<file path="src/hw/rtl/rti_pkg.sv">
// ----------------------------------------------------------------------------
// rti_pkg
// Shared types and constants for the ray / triangle intersection pipeline.
// ----------------------------------------------------------------------------
package rti_pkg;

  localparam int DEF_COORD_FRAC_BITS = 16;
  localparam int MAX_COORD_FRAC_BITS = 24;
  localparam int COORD_W   = 32;
  localparam int DOT_W     = 102;
  localparam int REM_W     = 132;
  localparam int T_BITS    = 31;
  localparam int WT_FRAC   = 16;
  localparam int WT_BITS   = 17;
  localparam int DIV_STAGES = 31;

  localparam logic [2:0] ST_HIT      = 3'd0;
  localparam logic [2:0] ST_PARALLEL = 3'd1;
  localparam logic [2:0] ST_U_OUT    = 3'd2;
  localparam logic [2:0] ST_V_OUT    = 3'd3;
  localparam logic [2:0] ST_BEHIND   = 3'd4;

  localparam logic [2:0] REG_V0_XY  = 3'd0;
  localparam logic [2:0] REG_V0_Z   = 3'd1;
  localparam logic [2:0] REG_V1_XY  = 3'd2;
  localparam logic [2:0] REG_V1_Z   = 3'd3;
  localparam logic [2:0] REG_V2_XY  = 3'd4;
  localparam logic [2:0] REG_V2_Z   = 3'd5;
  localparam logic [2:0] REG_DET_EPS = 3'd6;
  localparam logic [2:0] REG_T_EPS  = 3'd7;

  typedef struct packed {
    logic [2:0]         status;
    logic               sat;
    logic [REM_W-1:0]   a;
    logic [REM_W-1:0]   rem_t;
    logic [REM_W-1:0]   rem_u;
    logic [REM_W-1:0]   rem_v;
    logic [T_BITS-1:0]  q_t;
    logic [WT_BITS-1:0] q_u;
    logic [WT_BITS-1:0] q_v;
  } div_t;

endpackage

</file>
<file path="src/hw/rtl/rti_div_stage.sv">
// ----------------------------------------------------------------------------
// rti_div_stage
// One restoring division step at quotient bit K for t, and for u and v when K < WT_BITS, registered.
// ----------------------------------------------------------------------------
module rti_div_stage import rti_pkg::*; #(
  parameter int K = 0
) (
  input  logic clk,
  input  logic rst,
  input  logic adv,
  input  logic din_valid,
  input  div_t din,
  output logic dout_valid,
  output div_t dout
);

  div_t nxt;
  logic [REM_W-1:0] dsh;

  always_comb begin
    nxt = din;
    dsh = din.a << K;
    if (din.rem_t >= dsh) begin
      nxt.rem_t = din.rem_t - dsh;
      nxt.q_t[K] = 1'b1;
    end
    if (K < WT_BITS) begin
      if (din.rem_u >= dsh) begin
        nxt.rem_u = din.rem_u - dsh;
        nxt.q_u[K % WT_BITS] = 1'b1;
      end
      if (din.rem_v >= dsh) begin
        nxt.rem_v = din.rem_v - dsh;
        nxt.q_v[K % WT_BITS] = 1'b1;
      end
    end
  end

  always_ff @(posedge clk) begin
    if (rst) begin
      dout_valid <= 1'b0;
    end else if (adv) begin
      dout_valid <= din_valid;
    end
  end

  always_ff @(posedge clk) begin
    if (adv) begin
      dout <= nxt;
    end
  end

endmodule

</file>
<file path="config.mk">
export PLATFORM = sky130hd
export DESIGN_NAME = rti_div_stage
export DESIGN_NICKNAME = d
export VERILOG_FILES = /design/src/hw/rtl/rti_pkg.sv /design/src/hw/rtl/rti_div_stage.sv
export SDC_FILE = /design/constraint.sdc
export NUM_CORES = 2
export LEC_CHECK = 0
export BUFFER_PORTS_ARGS = -buffer_cell sky130_fd_sc_hd__buf_2
export CAP_MARGIN = 20
export CELL_PAD_IN_SITES_DETAIL_PLACEMENT = 1
export CELL_PAD_IN_SITES_GLOBAL_PLACEMENT = 2
export CORE_AREA = 2 2 470 472
export CTS_CLUSTER_SIZE = 14
export DETAILED_ROUTE_END_ITERATION = 10
export DIE_AREA = 0 0 472 474
export PLACE_DENSITY_LB_ADDON = 0.1
export SLEW_MARGIN = 10
export SYNTH_ARGS = -nofsm -noshare
export SYNTH_HDL_FRONTEND = slang
export SYNTH_SLANG_ARGS = --single-unit
</file>
<file path="constraint.sdc">
create_clock -name clk -period 4.64 [get_ports clk]
set_input_delay 0.464 -clock clk [delete_from_list [all_inputs] [get_ports clk]]
set_output_delay 0.464 -clock clk [all_outputs]
set_load 0.05 [all_outputs]
</file>
# == Yosys cells after proc, flatten, opt, wreduce, memory -nomap -nowiden ==
# Index checks and enable logic that the tools add are counted.
# W data, S select, Z words.
# totals
regBits,598
inputBits,601
# classes
addsub,3
order_cmp,3
muxes,3
# ops
op,n
$ge A132 B132 Y1,3
$mux W132,3
$sub A132 B132 Y132,3

# == Longest topological paths before layout ==
# depth
depth_word,2
ltp_mapped,20
mapped_depth_nobuf,17

# == Worst setup path after synthesis ==
# OpenSTA, ideal clock, no wires.
# synth_path
path_type,in2reg
start,input port din[197] in the netlist's numbering
end,register dout[198] in the netlist's numbering (data pin)
setup_ns,0.260
t_arrival_ns,3.938
path_slack_ns,0.442
cell_stages,18
path_buffers,2
path_cell_list,inv_1 -> ha_1 -> inv_1 -> fa_1 -> a211oi_1 -> o21ai_0 -> a21oi_1 -> o21ai_1 -> a221oi_2 -> o21ai_2 -> a31oi_1 -> o211ai_1 -> a21oi_2 -> o31ai_2 -> a21oi_4 -> buf_4 -> buf_4 -> mux2_2
# synth_lines
element,line_no,rtl
start: declaration,rti_div_stage.sv:12,"input div_t din,"
end signal: assignment,rti_div_stage.sv:49,dout <= nxt;
end: declaration,rti_div_stage.sv:14,output div_t dout

==> flow_summary_export.csv <==
group,metric,value,unit
synth,synth-main-ff-cell,"edfxtp_1",
timing,worst_pin_slew,1190,ps
timing,max_freq,221,MHz
cts,cts_tree,"built",
drt,wire_per_inst,28.5,µm
power,p_total,0.0251,W
drt,vias_per_cell,4.92,
cells_and_area,ff_latch_area,17900,µm²
timing,final_max_slew_viol_count,0,
timing,fin_crit_sh,97.5,%
cells_and_area,final_area,71900,µm²
setup_path,cp_data_required_time,5110,ps
setup_path,slowest_stage,"dlygate4sd3_1",
cts,path_clk_slew,60,ps
global_routing,antenna_found_initial,94,
die,start_util,22.4,%
setup_path,cp_common_cell,"buf_4",
die,fp.coreArea,219000,µm²
cts,clk-insertion-delay-late,740,ps
setup_path,worstRegToRegCells,3,
setup_path,path_buf_inv,11,
cts,cts_buffers,87,
drt,drt_iter0_markers,2986,
cells_and_area,synthToLayoutAreaGrowth,47.1,%
placed_design,place_congestion,0.917,
global_routing,grt_use_total,27.0,%
timing,fin_skew,0,ps
job,cap_viol_max_count,0,
die,die_y,474,µm
cells_and_area,layout-drive-gt1-share,30.2,%
hold_path,hold_end,"dout[118]",
cells_and_area,layout.cells.non_filler,10975,
timing,min_period,4520,ps
timing,timing.final.ws_setup,117,ps
setup_path,cp.arrival,4990,ps
die,row_count,172,
setup_path,path_cells,"dlygate4sd3_1 -> buf_2 -> inv_1 -> ha_1 -> nand2_1 -> nor2_1 -> buf_4 -> buf_4 -> nand2_1 -> a31oi_1 -> buf_4 -> a211oi_2 -> buf_4 -> a31oi_2 -> buf_4 -> a221oi_1 -> buf_4 -> nand2b_1 -> buf_4 -> a21oi_1 -> o21ai_0 -> buf_4 -> xnor2_1 -> o21ai_0",
synth,ys_seq_area_share,36.7,%
cts,clockBufferDepth,3,
synth,yosysWarnings,0,
drt,dr.pass1.iters,5,
drt,route.detailed.drc,0,
synth,syn_nets,6659,
cells_and_area,multi_input_area,28800,µm²
global_routing,gr-total-overflow,0,
synth,syn_avg_cell_area,8.64,µm²
placed_design,place_ws,-917,ps
placed_design,portBuffers,1198,
cells_and_area,nets,9007,
power,powerDensity,349,nW/µm²
cts,cts_max_level,3,
setup_path,crit_family,"buffers and inverters",
power,ir_worst_vdd,0.270,mV
synth,async_flop_share,0,%
timing,slew_headroom,20.3,%
placed_design,dp_hpwl,270,mm
run_status,status,"completed",
setup_path,crit_path_max_incr_delay,540,ps
setup_path,regToRegSetupSlack,3520,ps
die,fp.dieArea,224000,µm²
synth,ys_types,93,
global_routing,first_global_vias,56946,
timing,finalHoldViolations,0,
setup_path,end_kind,"register",
drt,routed_wl,313,mm
cts,cts.sinks,598,
setup_path,regToRegEndpoint,"dout_valid",
hold_path,hold_class,"primary input to register",
placed_design,place_area,65100,µm²
synth,ys_ff_latch,598,
setup_path,cp_max_fo,3,
timing,grt_setup_unrepaired,"yes",
die,die_w,472,µm
hold_path,hold_path_startpoint,"din[118]",
power,p_leak,31.8,nW
cts,clk_root_buffer_cell,"clkbuf_16",
timing,setup_viol,0,
synth,netlist_area,48900,µm²
die,io_pins,1199,
setup_path,path_class,"primary input to register",
setup_path,cp-start-kind,"primary input",
cells_and_area,nFillCells,25803,
hold_path,whs_path_depth,3,
drt,ant_nets,0,
global_routing,grt_max_degree,91,
setup_path,reg2reg_from,"dout_valid",
placed_design,dp_cells,10429,
synth,synth_edf_count,597,
synth,syn_inst,5659,
global_routing,grt_pass1_wl,432,mm
drt,vias,53969,
## per-stage QoR
| stage | hold WS [ps] | setup TNS (ps) | util [%] |
|---|---|---|---|
| floorplan | 536 | 0 | - |
| global placement | 468 | -140640 | 29.8 |
| detailed placement | 483 | -158700 | 29.8 |
| CTS | 0.0920 | 0 | 32.8 |
| global route | 32.2 | -196 | 32.9 |
| finish | 60.6 | 0 | 32.9 |
## synthesized netlist by cell type (55+ instances only)
| cell type | instances | area, µm² |
|---|---|---|
| a21oi_1 | 699 | 3500 |
| nand2_1 | 657 | 2470 |
| edfxtp_1 | 597 | 17900 |
| o21ai_0 | 538 | 2690 |
| nor2_1 | 424 | 1590 |
| ha_1 | 396 | 4950 |
| a21o_1 | 271 | 2030 |
| inv_1 | 257 | 965 |
| clkbuf_1 | 228 | 856 |
| xnor2_1 | 216 | 1890 |
| nand4_1 | 208 | 1300 |
| xor2_1 | 163 | 1430 |
| o21bai_1 | 140 | 1050 |
| nor3_1 | 92 | 460 |
| o21a_1 | 57 | 428 |
| nand3_1 | 55 | 275 |
## cell usage in the layout (no fill, tap or decap), drive strengths merged, types with 208 or more instances in the layout
cell and n:
nand4 208, ha 396, edfxtp 597, a21oi 710
o21ai 568, inv 261, a21o 272, nor2 425
nand2 657, buf 2202, xnor2 216, dlygate4sd3 359
## how the worst max path moves through the flow
stage             start        end  slack [ps]  cells after the start
6_report       din[500]  dout[156]         120                     24
5_1_grt        din[500]  dout[180]         -70                     24
4_1_cts        din[503]  dout[326]          10                     20
3_5_place_dp   din[463]  dout[410]        -920                     23
3_3_place_gp   din[462]  dout[410]        -860                     22
2_1_floorplan  din[197]  dout[198]         440                     18
## cell type report
type / instances / share of cell area (%)
Antenna cell: 26 / 0.0905
Clock buffer: 99 / 3.09
Clock inverter: 61 / 1.05
Inverter: 257 / 1.34
Multi-Input combinational cell: 4502 / 40.0
Sequential cell: 598 / 25.0
Tap cell: 2871 / 5.00
Timing Repair Buffer: 2561 / 24.4
## repair_timing
item	CTS	global route
hold endpoints to repair	358	0
hold buffers	359	0
pin swaps	0	5
setup endpoints to repair	6	133
gates resized for setup	1	32
setup buffers	0	1
## routing by layer
layer  global-route usage, %  up-vias  share of wire [%]
li1                        -    25536                  -
met3                    4.13      361                4.5
met2                    45.6     1414                 47
met1                    35.2    26608                 45
met5                       0        -              0.099
met4                    8.18       50                3.3
## logic make-up after synthesis
kind of cell    after synthesis  share of synthesized area (%)
fa+ha+maj                   399                           10.3
mux                          46                           1.04
simple gates               1659                           15.5
compound gates             2019                           24.9
buf+inv                     559                           4.75
xor+xnor                    379                           6.79
flops                       598                           36.7
## power breakdown
part | internal [W] | switching (W)
sequential | 0.00681 | 0.000333
combinational | 0.00357 | 0.00722
clock | 0.00410 | 0.00305
total | 0.0145 | 0.0106
## flip-flops by register name, summed over array words and instances, names as in the netlist
signal / count
dout: 597
dout_valid: 1
## tightest hold or removal path, delay by kind of cell
| kind | cells | cell delay (ps) |
|---|---|---|
| AND/OR/NAND/NOR | 1 | 50 |
| buffers and inverters | 1 | 110 |
| AO/OA/AOI/OAI | 1 | 70 |
Power figures use the tool's default switching activity.
